`config.mk`:
```
export PLATFORM = sky130hd
export DESIGN_NAME = cosine_similarity_unit_flat
export DESIGN_NICKNAME = d
export VERILOG_FILES = /design/src/design/csu_pkg.sv /design/src/design/csu_if.sv /design/src/design/cosine_similarity_unit.sv /design/src/design/csu_ratio_core.sv /design/src/flat_wrapper.sv
export SDC_FILE = /design/constraint.sdc
export NUM_CORES = 2
export LEC_CHECK = 0
export CAP_MARGIN = 15
export CORE_MARGIN = 2
export CORE_UTILIZATION = 42
export DETAILED_ROUTE_END_ITERATION = 12
export DONT_BUFFER_PORTS = 1
export SLEW_MARGIN = 20
export SYNTH_ARGS = -nofsm -noshare
export SYNTH_HDL_FRONTEND = slang
export SYNTH_SLANG_ARGS = --single-unit
```
`constraint.sdc`:
```
create_clock -name i_clk -period 18.5 [get_ports i_clk]
set_input_delay 5.55 -clock i_clk [delete_from_list [all_inputs] [get_ports i_clk]]
set_output_delay 5.55 -clock i_clk [all_outputs]
set_load 0.01 [all_outputs]
```
`src/design/csu_pkg.sv`:
```
package csu_pkg;

    // Result format: signed Q1.15 similarity
    localparam int SIM_W    = 16;
    localparam int FRAC_W   = 15;
    // Magnitude of the root search: covers 0 .. 2^FRAC_W
    localparam int ROOT_W   = FRAC_W + 1;
    // dot^2 is scaled by 2^(2*FRAC_W) before the compare
    localparam int SCALE_SH = 2 * FRAC_W;

    localparam int DEF_MAX_LEN   = 1024;
    localparam int DEF_ELEM_BITS = 16;

    localparam logic signed [SIM_W-1:0] THRESH_RESET = 16'sd29491;
    localparam logic [ROOT_W-1:0]       ROOT_CLAMP   = 16'h7FFF;
    localparam logic [ROOT_W-1:0]       ROOT_ONE     = 16'h8000;

    // Width of an unsigned squared-norm accumulator
    function automatic int norm_width(input int max_len, input int elem_bits);
        return 2 * elem_bits - 1 + $clog2(max_len);
    endfunction

endpackage

```
`src/design/csu_if.sv`:
```
interface csu_in_if #(
    parameter int ELEM_BITS = csu_pkg::DEF_ELEM_BITS
);
    logic                        valid;
    logic                        ready;
    logic signed [ELEM_BITS-1:0] elem_a;
    logic signed [ELEM_BITS-1:0] elem_b;
    logic                        last_elem;

    modport source (output valid, output elem_a, output elem_b, output last_elem,
                    input ready);
    modport sink   (input valid, input elem_a, input elem_b, input last_elem,
                    output ready);
endinterface

interface csu_out_if;
    logic                              valid;
    logic                              ready;
    logic signed [csu_pkg::SIM_W-1:0]  similarity;
    logic                              is_match;
    logic                              zero_norm;
    logic                              too_long;

    modport source (output valid, output similarity, output is_match,
                    output zero_norm, output too_long, input ready);
    modport sink   (input valid, input similarity, input is_match,
                    input zero_norm, input too_long, output ready);
endinterface

```
`src/design/cosine_similarity_unit.sv`:
```
// Streaming cosine similarity of two vectors. Element pairs arrive on i_elem
// as signed values; while ready is high the unit takes one pair per clock,
// summing the dot product and both squared norms. A pair with last_elem set
// closes the vector: the unit then drops ready and computes the signed Q1.15
// similarity (truncated toward zero, +1.0 clamped to 32767, exact -1.0 giving
// -32768) in a shared add/shift engine: two serial multiplies, then a test
// and an update step per result bit. Ready returns once the result enters the
// output register. If either norm is zero the result is 0 with zero_norm set
// and the engine is skipped. Pairs past MAX_LEN are dropped and reported by
// too_long. is_match is set when the result is at least the match threshold
// r_threshold, written through i_cfg_we/i_cfg_wdata by the user while idle;
// the block does not enforce this. The result waits in an output register, so
// the next vector may stream in while the previous one is pending on o_result.
module cosine_similarity_unit #(
    parameter int MAX_LEN   = csu_pkg::DEF_MAX_LEN,
    parameter int ELEM_BITS = csu_pkg::DEF_ELEM_BITS
) (
    input  logic                             i_clk,
    input  logic                             i_rst_n,
    csu_in_if.sink                           i_elem,
    csu_out_if.source                        o_result,
    input  logic                             i_cfg_we,
    input  logic signed [csu_pkg::SIM_W-1:0] i_cfg_wdata
);

    localparam int NORM_W = csu_pkg::norm_width(MAX_LEN, ELEM_BITS);
    localparam int DOT_W  = NORM_W + 1;
    localparam int CNT_W  = $clog2(MAX_LEN + 1);
    localparam int PROD_W = 2 * ELEM_BITS;

    typedef enum logic [1:0] {
        S_ACC,
        S_CALC,
        S_EMIT
    } t_top_state;

    t_top_state                       r_state;
    logic signed [DOT_W-1:0]          r_dot;
    logic [NORM_W-1:0]                r_norm_a;
    logic [NORM_W-1:0]                r_norm_b;
    logic [CNT_W-1:0]                 r_count;
    logic                             r_ovf;
    logic                             r_zero;
    logic                             r_start;
    logic [csu_pkg::ROOT_W-1:0]       r_root;
    logic signed [csu_pkg::SIM_W-1:0] r_threshold;

    logic                             r_out_valid;
    logic signed [csu_pkg::SIM_W-1:0] r_out_sim;
    logic                             r_out_match;
    logic                             r_out_zero;
    logic                             r_out_long;

    logic signed [DOT_W-1:0]          n_dot;
    logic [NORM_W-1:0]                n_norm_a;
    logic [NORM_W-1:0]                n_norm_b;
    logic [CNT_W-1:0]                 n_count;
    logic                             n_ovf;

    logic signed [PROD_W-1:0]         w_prod_ab;
    logic signed [PROD_W-1:0]         w_sq_a;
    logic signed [PROD_W-1:0]         w_sq_b;
    logic                             w_accept;
    logic                             w_zero;
    logic                             w_out_free;
    logic [NORM_W-1:0]                w_dot_mag;
    logic                             w_core_done;
    logic [csu_pkg::ROOT_W-1:0]       w_core_root;
    logic signed [csu_pkg::ROOT_W:0]  w_neg_root;
    logic signed [csu_pkg::SIM_W-1:0] w_sim;

    assign i_elem.ready = (r_state == S_ACC);
    assign w_accept     = i_elem.valid && i_elem.ready;
    assign w_out_free   = !r_out_valid || o_result.ready;

    // Accumulate one pair; a pair past MAX_LEN only raises the overflow flag
    always_comb begin
        w_prod_ab = i_elem.elem_a * i_elem.elem_b;
        w_sq_a    = i_elem.elem_a * i_elem.elem_a;
        w_sq_b    = i_elem.elem_b * i_elem.elem_b;
        n_dot     = r_dot;
        n_norm_a  = r_norm_a;
        n_norm_b  = r_norm_b;
        n_count   = r_count;
        n_ovf     = r_ovf;
        if (r_count >= CNT_W'(MAX_LEN)) begin
            n_ovf = 1'b1;
        end else begin
            n_dot    = r_dot + DOT_W'(w_prod_ab);
            n_norm_a = r_norm_a + NORM_W'($unsigned(w_sq_a));
            n_norm_b = r_norm_b + NORM_W'($unsigned(w_sq_b));
            n_count  = r_count + 1'b1;
        end
        w_zero = (n_norm_a == '0) || (n_norm_b == '0);
    end

    // |dot| never exceeds the largest norm, so it fits NORM_W bits
    assign w_dot_mag = r_dot[DOT_W-1] ? NORM_W'(-r_dot) : NORM_W'(r_dot);

    // Negate one bit wider so that a root of exactly 1.0 lands on -32768
    assign w_neg_root = -$signed({1'b0, r_root});

    // Apply the sign of dot; clamp +1.0 into range
    always_comb begin
        if (r_dot[DOT_W-1]) begin
            w_sim = w_neg_root[csu_pkg::SIM_W-1:0];
        end else if (r_root > csu_pkg::ROOT_CLAMP) begin
            w_sim = $signed(csu_pkg::ROOT_CLAMP);
        end else begin
            w_sim = $signed(r_root);
        end
    end

    csu_ratio_core #(
        .NORM_W (NORM_W)
    ) u_ratio_core (
        .i_clk     (i_clk),
        .i_rst_n   (i_rst_n),
        .i_start   (r_start),
        .i_norm_a  (r_norm_a),
        .i_norm_b  (r_norm_b),
        .i_dot_mag (w_dot_mag),
        .o_done    (w_core_done),
        .o_root    (w_core_root)
    );

    always_ff @(posedge i_clk) begin
        if (!i_rst_n) begin
            r_state     <= S_ACC;
            r_dot       <= '0;
            r_norm_a    <= '0;
            r_norm_b    <= '0;
            r_count     <= '0;
            r_ovf       <= 1'b0;
            r_zero      <= 1'b0;
            r_start     <= 1'b0;
            r_root      <= '0;
            r_threshold <= csu_pkg::THRESH_RESET;
            r_out_valid <= 1'b0;
        end else begin
            // Kick the root engine once a closed vector has nonzero norms
            r_start <= w_accept && i_elem.last_elem && !w_zero;

            if (i_cfg_we) begin
                r_threshold <= i_cfg_wdata;
            end

            // Drop the pending result once the sink takes it, unless a new one replaces it
            if (r_out_valid && o_result.ready && (r_state != S_EMIT)) begin
                r_out_valid <= 1'b0;
            end

            case (r_state)
                S_ACC: begin
                    if (w_accept) begin
                        r_dot    <= n_dot;
                        r_norm_a <= n_norm_a;
                        r_norm_b <= n_norm_b;
                        r_count  <= n_count;
                        r_ovf    <= n_ovf;
                        if (i_elem.last_elem) begin
                            r_zero <= w_zero;
                            r_root <= '0;
                            if (w_zero) begin
                                r_state <= S_EMIT;
                            end else begin
                                r_state <= S_CALC;
                            end
                        end
                    end
                end
                S_CALC: begin
                    if (w_core_done) begin
                        r_root  <= w_core_root;
                        r_state <= S_EMIT;
                    end
                end
                S_EMIT: begin
                    // Hold until the output register frees, then clear for the next vector
                    if (w_out_free) begin
                        r_out_valid <= 1'b1;
                        r_out_sim   <= w_sim;
                        r_out_match <= (w_sim >= r_threshold);
                        r_out_zero  <= r_zero;
                        r_out_long  <= r_ovf;
                        r_dot       <= '0;
                        r_norm_a    <= '0;
                        r_norm_b    <= '0;
                        r_count     <= '0;
                        r_ovf       <= 1'b0;
                        r_state     <= S_ACC;
                    end
                end
                default: begin
                    r_state <= S_ACC;
                end
            endcase
        end
    end

    assign o_result.valid      = r_out_valid;
    assign o_result.similarity = r_out_sim;
    assign o_result.is_match   = r_out_match;
    assign o_result.zero_norm  = r_out_zero;
    assign o_result.too_long   = r_out_long;

    a_busy_not_ready: assert property (@(posedge i_clk) disable iff (!i_rst_n)
        (r_state != S_ACC) |-> !i_elem.ready)
        else $error("ready while a vector is being finished");

    a_zero_result: assert property (@(posedge i_clk) disable iff (!i_rst_n)
        (r_out_valid && r_out_zero) |-> (r_out_sim == '0))
        else $error("nonzero similarity with zero norm");

    a_done_in_calc: assert property (@(posedge i_clk) disable iff (!i_rst_n)
        w_core_done |-> (r_state == S_CALC))
        else $error("root engine finished outside calc state");

endmodule

```
`src/design/csu_ratio_core.sv`:
```
module csu_ratio_core #(
    parameter int NORM_W = csu_pkg::norm_width(csu_pkg::DEF_MAX_LEN, csu_pkg::DEF_ELEM_BITS)
) (
    input  logic                       i_clk,
    input  logic                       i_rst_n,
    input  logic                       i_start,
    input  logic [NORM_W-1:0]          i_norm_a,
    input  logic [NORM_W-1:0]          i_norm_b,
    input  logic [NORM_W-1:0]          i_dot_mag,
    output logic                       o_done,
    output logic [csu_pkg::ROOT_W-1:0] o_root
);

    // Wide enough for root^2 * na * nb with any 16-bit root candidate
    localparam int BW    = 2 * NORM_W + 2 * csu_pkg::ROOT_W;
    localparam int CNT_W = $clog2(NORM_W);
    localparam int BIT_W = $clog2(csu_pkg::ROOT_W);

    typedef enum logic [2:0] {
        C_IDLE,
        C_MUL_P,
        C_MUL_Q,
        C_TEST,
        C_UPD
    } t_core_state;

    t_core_state                r_state;
    logic [BW-1:0]              r_acc;     // product, then root^2 * p
    logic [BW-1:0]              r_mcand;   // multiplicand, then p * 4^bit
    logic [BW-1:0]              r_v;       // holds p, then root * p * 2^(bit+1)
    logic [BW-1:0]              r_q;       // dot^2 * 2^30
    logic [NORM_W-1:0]          r_mplier;
    logic [CNT_W-1:0]           r_cnt;
    logic [BIT_W-1:0]           r_bit;
    logic                       r_keep;
    logic                       r_done;
    logic [csu_pkg::ROOT_W-1:0] r_root;

    logic [BW-1:0] w_opx;
    logic [BW-1:0] w_opy;
    logic [BW-1:0] w_opz;
    logic [BW-1:0] w_sum;

    // Shared three-operand adder: serial multiply, then root search
    always_comb begin
        w_opx = '0;
        w_opy = '0;
        w_opz = '0;
        case (r_state)
            C_MUL_P, C_MUL_Q: begin
                w_opx = r_acc;
                w_opy = r_mplier[0] ? r_mcand : '0;
            end
            C_TEST: begin
                w_opx = r_acc;
                w_opy = r_v;
                w_opz = r_mcand;
            end
            C_UPD: begin
                w_opx = r_v >> 1;
                w_opy = r_keep ? r_mcand : '0;
            end
            default: begin
                w_opx = '0;
            end
        endcase
        w_sum = w_opx + w_opy + w_opz;
    end

    always_ff @(posedge i_clk) begin
        if (!i_rst_n) begin
            r_state <= C_IDLE;
            r_done  <= 1'b0;
            r_root  <= '0;
        end else begin
            r_done <= (r_state == C_UPD) && (r_bit == '0);
            case (r_state)
                C_IDLE: begin
                    if (i_start) begin
                        r_acc    <= '0;
                        r_mcand  <= BW'(i_norm_a);
                        r_mplier <= i_norm_b;
                        r_cnt    <= '0;
                        r_state  <= C_MUL_P;
                    end
                end
                C_MUL_P: begin
                    if (r_cnt == CNT_W'(NORM_W - 1)) begin
                        // park p in r_v while dot^2 is formed
                        r_v      <= w_sum;
                        r_acc    <= '0;
                        r_mcand  <= BW'(i_dot_mag) << csu_pkg::SCALE_SH;
                        r_mplier <= i_dot_mag;
                        r_cnt    <= '0;
                        r_state  <= C_MUL_Q;
                    end else begin
                        r_acc    <= w_sum;
                        r_mcand  <= r_mcand << 1;
                        r_mplier <= r_mplier >> 1;
                        r_cnt    <= r_cnt + 1'b1;
                    end
                end
                C_MUL_Q: begin
                    if (r_cnt == CNT_W'(NORM_W - 1)) begin
                        r_q     <= w_sum;
                        r_acc   <= '0;
                        r_mcand <= r_v << (2 * (csu_pkg::ROOT_W - 1));
                        r_v     <= '0;
                        r_root  <= '0;
                        r_bit   <= BIT_W'(csu_pkg::ROOT_W - 1);
                        r_state <= C_TEST;
                    end else begin
                        r_acc    <= w_sum;
                        r_mcand  <= r_mcand << 1;
                        r_mplier <= r_mplier >> 1;
                        r_cnt    <= r_cnt + 1'b1;
                    end
                end
                C_TEST: begin
                    // candidate (root + 2^bit)^2 * p against dot^2 * 2^30
                    r_keep <= (w_sum <= r_q);
                    if (w_sum <= r_q) begin
                        r_acc         <= w_sum;
                        r_root[r_bit] <= 1'b1;
                    end
                    r_state <= C_UPD;
                end
                C_UPD: begin
                    r_v     <= w_sum;
                    r_mcand <= r_mcand >> 2;
                    if (r_bit == '0) begin
                        r_state <= C_IDLE;
                    end else begin
                        r_bit   <= r_bit - 1'b1;
                        r_state <= C_TEST;
                    end
                end
                default: begin
                    r_state <= C_IDLE;
                end
            endcase
        end
    end

    assign o_done = r_done;
    assign o_root = r_root;

    a_done_single: assert property (@(posedge i_clk) disable iff (!i_rst_n)
        r_done |=> !r_done)
        else $error("done held for more than one cycle");

    a_root_bound: assert property (@(posedge i_clk) disable iff (!i_rst_n)
        r_done |-> (r_root <= csu_pkg::ROOT_ONE))
        else $error("root above unity");

    a_start_idle: assert property (@(posedge i_clk) disable iff (!i_rst_n)
        i_start |-> (r_state == C_IDLE))
        else $error("start while busy");

endmodule

```
`src/flat_wrapper.sv`:
```
// flat-port wrapper written by rule: the top's interface ports become plain ports
module cosine_similarity_unit_flat 
#(
    parameter int MAX_LEN   = csu_pkg::DEF_MAX_LEN,
    parameter int ELEM_BITS = csu_pkg::DEF_ELEM_BITS
)
  (i_clk, i_rst_n, i_cfg_we, i_cfg_wdata, i_elem_valid, i_elem_elem_a, i_elem_elem_b, i_elem_last_elem, i_elem_ready, o_result_valid, o_result_similarity, o_result_is_match, o_result_zero_norm, o_result_too_long, o_result_ready);
  csu_in_if #(.ELEM_BITS(ELEM_BITS)) i_elem_i ();
  csu_out_if o_result_i ();
  input  logic i_clk;
  input  logic i_rst_n;
  input  logic i_cfg_we;
  input  logic signed [csu_pkg::SIM_W-1:0] i_cfg_wdata;
  input wire logic [$bits(i_elem_i.valid)-1:0] i_elem_valid;
  input wire logic [$bits(i_elem_i.elem_a)-1:0] i_elem_elem_a;
  input wire logic [$bits(i_elem_i.elem_b)-1:0] i_elem_elem_b;
  input wire logic [$bits(i_elem_i.last_elem)-1:0] i_elem_last_elem;
  output wire logic [$bits(i_elem_i.ready)-1:0] i_elem_ready;
  output wire logic [$bits(o_result_i.valid)-1:0] o_result_valid;
  output wire logic [$bits(o_result_i.similarity)-1:0] o_result_similarity;
  output wire logic [$bits(o_result_i.is_match)-1:0] o_result_is_match;
  output wire logic [$bits(o_result_i.zero_norm)-1:0] o_result_zero_norm;
  output wire logic [$bits(o_result_i.too_long)-1:0] o_result_too_long;
  input wire logic [$bits(o_result_i.ready)-1:0] o_result_ready;
  assign i_elem_i.valid = i_elem_valid;
  assign i_elem_i.elem_a = i_elem_elem_a;
  assign i_elem_i.elem_b = i_elem_elem_b;
  assign i_elem_i.last_elem = i_elem_last_elem;
  assign i_elem_ready = i_elem_i.ready;
  assign o_result_valid = o_result_i.valid;
  assign o_result_similarity = o_result_i.similarity;
  assign o_result_is_match = o_result_i.is_match;
  assign o_result_zero_norm = o_result_i.zero_norm;
  assign o_result_too_long = o_result_i.too_long;
  assign o_result_i.ready = o_result_ready;
  cosine_similarity_unit #(.MAX_LEN(MAX_LEN), .ELEM_BITS(ELEM_BITS)) u_core (.i_clk(i_clk), .i_rst_n(i_rst_n), .i_elem(i_elem_i), .o_result(o_result_i), .i_cfg_we(i_cfg_we), .i_cfg_wdata(i_cfg_wdata));
endmodule
```
==> results.py <==
metrics = {
    "outcome": {
        "status": "complete, but fails checks",
        "violations": "design-rule violations",
    },
    "global_routing": {
        "grt_pass1_vias": 63910,
        "antenna_found_initial": 1,
        "grt-ovfl-total": 0,
        "grt_pass1_wl_um": 369800,
        "grt_use_total_pct": 24.29,
        "grt_max_degree": 170,
    },
    "placed_design": {
        "gp_congestion": 0.9271,
        "hpwl_um": 179800,
        "numPlacedInstances": 11000,
        "io_buffers": 0,
    },
    "floorplanning": {
        "dieArea_um2": 193600,
        "die_h_um": 439.9,
        "pin_count": 75,
        "floorplan.initialDensity_pct": 42.10,
        "fp.dieW_um": 439.9,
        "core_um2": 189600,
        "rows": 160,
    },
    "yosys": {
        "synth.avg_cell_area_um2": 9.000,
        "synth_enable_flop_cells": 527,
        "netlist_instances": 8869,
        "synth_area_um2": 79820,
        "yosysWarnings": 0,
        "seq_area_frac_synth_pct": 24.67,
        "synth_nets": 10450,
        "async_flop_share_pct": 0,
        "synth_ff_type": "edfxtp_1",
        "ys_seq_elements": 720,
        "synth_cell_type_count": 96,
    },
    "setup_path": {
        "crit_top_cell": "fa_1",
        "cpMaxStageDelayCell": "fa_1",
        "r2r_start": "u_core.u_ratio_core.r_state[1]",
        "endpoint_kind": "flop",
        "reg2reg_slack_ps": 4860,
        "r2r_end": "u_core.u_ratio_core.r_acc[6]",
        "crit_arrival_ps": 15390,
        "r2r_cells": 34,
        "worstPathMaxFanout": 35,
        "start_kind": "input pin",
        "max_stage_delay_ps": 640,
        "critical-path-top-delay-family": "adder cells",
        "critPathRequiredTime_ps": 19080,
        "criticalPathCategory": "in -> reg",
        "path_buf_inv": 3,
    },
    "clock_tree": {
        "cts.sinks": 720,
        "clkLatencyLatePin_ps": 700,
        "post-cts-setup-buffers": 0,
        "clk_path_buf_depth": 3,
        "htreeDepth": 3,
        "cts_tree": "done",
        "numCtsBuffers": 83,
        "cts_hold_buf": 0,
        "clk_pin_slew_ps": 60,
        "ctsResizeCount": 0,
        "cts_root_buf": "clkbuf_16",
    },
    "detailed_routing": {
        "drc": 1,
        "dr_wl_met2_um": 109700,
        "wirelength_um": 235400,
        "dr.pass1.iters": 10,
        "route.met3.wl_um": 13130,
        "wl_per_cell_um": 21.11,
        "routed_via_density": 5.611,
        "drtIter0Drc": 5142,
        "highest_layer": "met4",
        "vias": 62570,
        "m1WireLength_um": 103700,
        "ant_nets": 0,
    },
    "layout": {
        "area_delta_synth_final_pct": 6.143,
        "drive_gt1_share_pct": 3.183,
        "nNetsFinal": 10150,
        "utilization_pct": 44.69,
        "fin_cells": 11150,
        "n_fill_cell": 18450,
    },
    "timing": {
        "hold_viol": 0,
        "timing.hold.ws_ps": 456.3,
        "final_period_minus_worst_setup_slack_ps": 14810,
        "finalSetupTns_ps": 0,
        "max_freq_ghz": 0.06752,
        "timing.final.crit_share_pct": 80.05,
        "worst_slew_pin_slew_ps": 1164,
        "setup_viol": 0,
        "finClkSkew_ps": 40.71,
        "rsz0062_at_grt": "no",
        "timing.slew.headroom_pct": 22.41,
        "slew_viol_final": 0,
    },
    "hold_path": {
        "whs_path_depth": 2,
        "worstHoldPathType": "reg -> reg",
        "hold_start": "u_core.u_ratio_core.o_root[2]",
        "min_to": "u_core.u_ratio_core.o_root[2]",
    },
    "run": {
        "maxCapViolCount": 0,
    },
}
==> Yosys cell counts (37+ instances only) <==
| library cell | n | area, µm² |
|---|---|---|
| nor2_1 | 679 | 2549 |
| nand4_1 | 102 | 638.1 |
| xor2_1 | 138 | 1209 |
| o21ai_0 | 360 | 1802 |
| o21bai_1 | 53 | 397.9 |
| nor4_1 | 37 | 231.5 |
| nor2b_1 | 53 | 331.6 |
| edfxtp_1 | 527 | 15830 |
| o21a_1 | 47 | 352.8 |
| dfxtp_1 | 193 | 3864 |
| a22oi_1 | 299 | 2245 |
| ha_1 | 593 | 7420 |
| a21oi_1 | 478 | 2392 |
| a31oi_1 | 44 | 275.3 |
| xnor2_1 | 185 | 1620 |
| and2_1 | 221 | 1383 |
| inv_1 | 1401 | 5259 |
| o22ai_1 | 40 | 250.2 |
| or3_1 | 49 | 306.5 |
| clkbuf_1 | 399 | 1498 |
| nor3_1 | 98 | 490.5 |
| mux2i_1 | 62 | 620.6 |
| nand3_1 | 177 | 885.9 |
| nand2b_1 | 74 | 462.9 |
| a21o_1 | 178 | 1336 |
| and3_1 | 53 | 331.6 |
| fa_1 | 934 | 18700 |
| nand2_1 | 968 | 3633 |
==> cells by family (layout without fill, tap and decap cells) <==
family / after synthesis / count (layout) / synth area share [%]
other: 0 / 1 / 0
buffers and inverters: 1841 / 1611 / 8.693
and+or+nand+nor: 2593 / 2593 / 14.91
xor gates and xnor gates: 323 / 323 / 3.544
adders and majority gates: 1527 / 1527 / 32.72
muxes: 67 / 67 / 0.8480
AOI/OAI and AO/OA: 1798 / 1798 / 14.61
DFF: 720 / 720 / 24.67
==> tightest hold or removal path: cells and delay by family, from the launching register on <==
kind	cells	cell delay (ps)
DFF	1	320
AOI/OAI and AO/OA	1	50
and+or+nand+nor	1	40
==> layer usage <==
metal,vias to the layer above,track usage (%)
met3,329,2.358
met5,-,0
met1,31310,33.09
li1,28990,-
met4,0,8.843
met2,1945,40.19
==> state kept, by name, indices dropped and copies added, names as in the netlist, 4 cells and up <==
| register | flops |
|---|---|
| u_core.r_norm_b | 41 |
| u_core.u_ratio_core.r_v | 114 |
| u_core.r_threshold | 16 |
| u_core.r_count | 11 |
| u_core.o_result.similarity | 16 |
| u_core.u_ratio_core.r_mcand | 114 |
| u_core.u_ratio_core.r_bit | 4 |
| u_core.u_ratio_core.r_q | 114 |
| u_core.r_norm_a | 41 |
| u_core.u_ratio_core.r_mplier | 41 |
| u_core.u_ratio_core.r_acc | 114 |
| u_core.r_dot | 42 |
| u_core.u_ratio_core.r_cnt | 6 |
| u_core.u_ratio_core.o_root | 16 |
| u_core.r_root | 16 |
==> worst max-delay path by stage <==
stage | from | to | cells after the start
2_1_floorplan | u_core.u_ratio_core.r_state[1] | u_core.u_ratio_core.r_acc[0] | 33
3_5_place_dp | i_elem_elem_a[15] | u_core.r_start | 31
3_3_place_gp | i_elem_elem_a[3] | u_core.r_start | 36
4_1_cts | i_elem_elem_a[15] | u_core.r_start | 31
6_report | i_elem_elem_a[15] | u_core.r_start | 31
5_1_grt | i_elem_elem_a[3] | u_core.r_start | 38
==> placed cells by master (no fill, tap or decap), types with 62 or more instances in the layout <==
cell	Yosys	final
fa_1	934	933
o21ai_0	360	360
a21o_1	178	178
nor2_1	679	666
edfxtp_1	527	527
nand4_1	102	102
a22oi_1	299	299
a21oi_1	478	476
nand2_1	968	966
xor2_1	138	138
clkbuf_16	0	87
nand2b_1	74	73
inv_1	1401	1401
nand3_1	177	176
nor3_1	98	94
ha_1	593	593
and2_1	221	220
dfxtp_1	193	191
mux2i_1	62	62
xnor2_1	185	185
==> layout make-up <==
cell class	count	area, µm²	area share (%)
Multi-Input combinational cell	6308	53360	62.98
Sequential cell	720	19690	23.24
Inverter	1404	5273	6.223
Tap cell	2511	3142	3.708
Clock buffer	103	2287	2.700
Clock inverter	51	530.5	0.6262
Timing Repair Buffer	53	435.4	0.5139
Antenna cell	1	2.502	0.002954
==> stage by stage <==
stage / instance area (µm²) / setup WS, ps
after CTS: 84710 / 3800
after detailed placement: 81890 / 3092
final: 84720 / 3690
after global placement: 81890 / 3134
after floorplan: 79820 / 1462
after global routing: 84720 / 3192
Power is left out: the tool's default activity adds up to more than one toggle a clock period on the data nets, which glitch-free logic cannot reach.
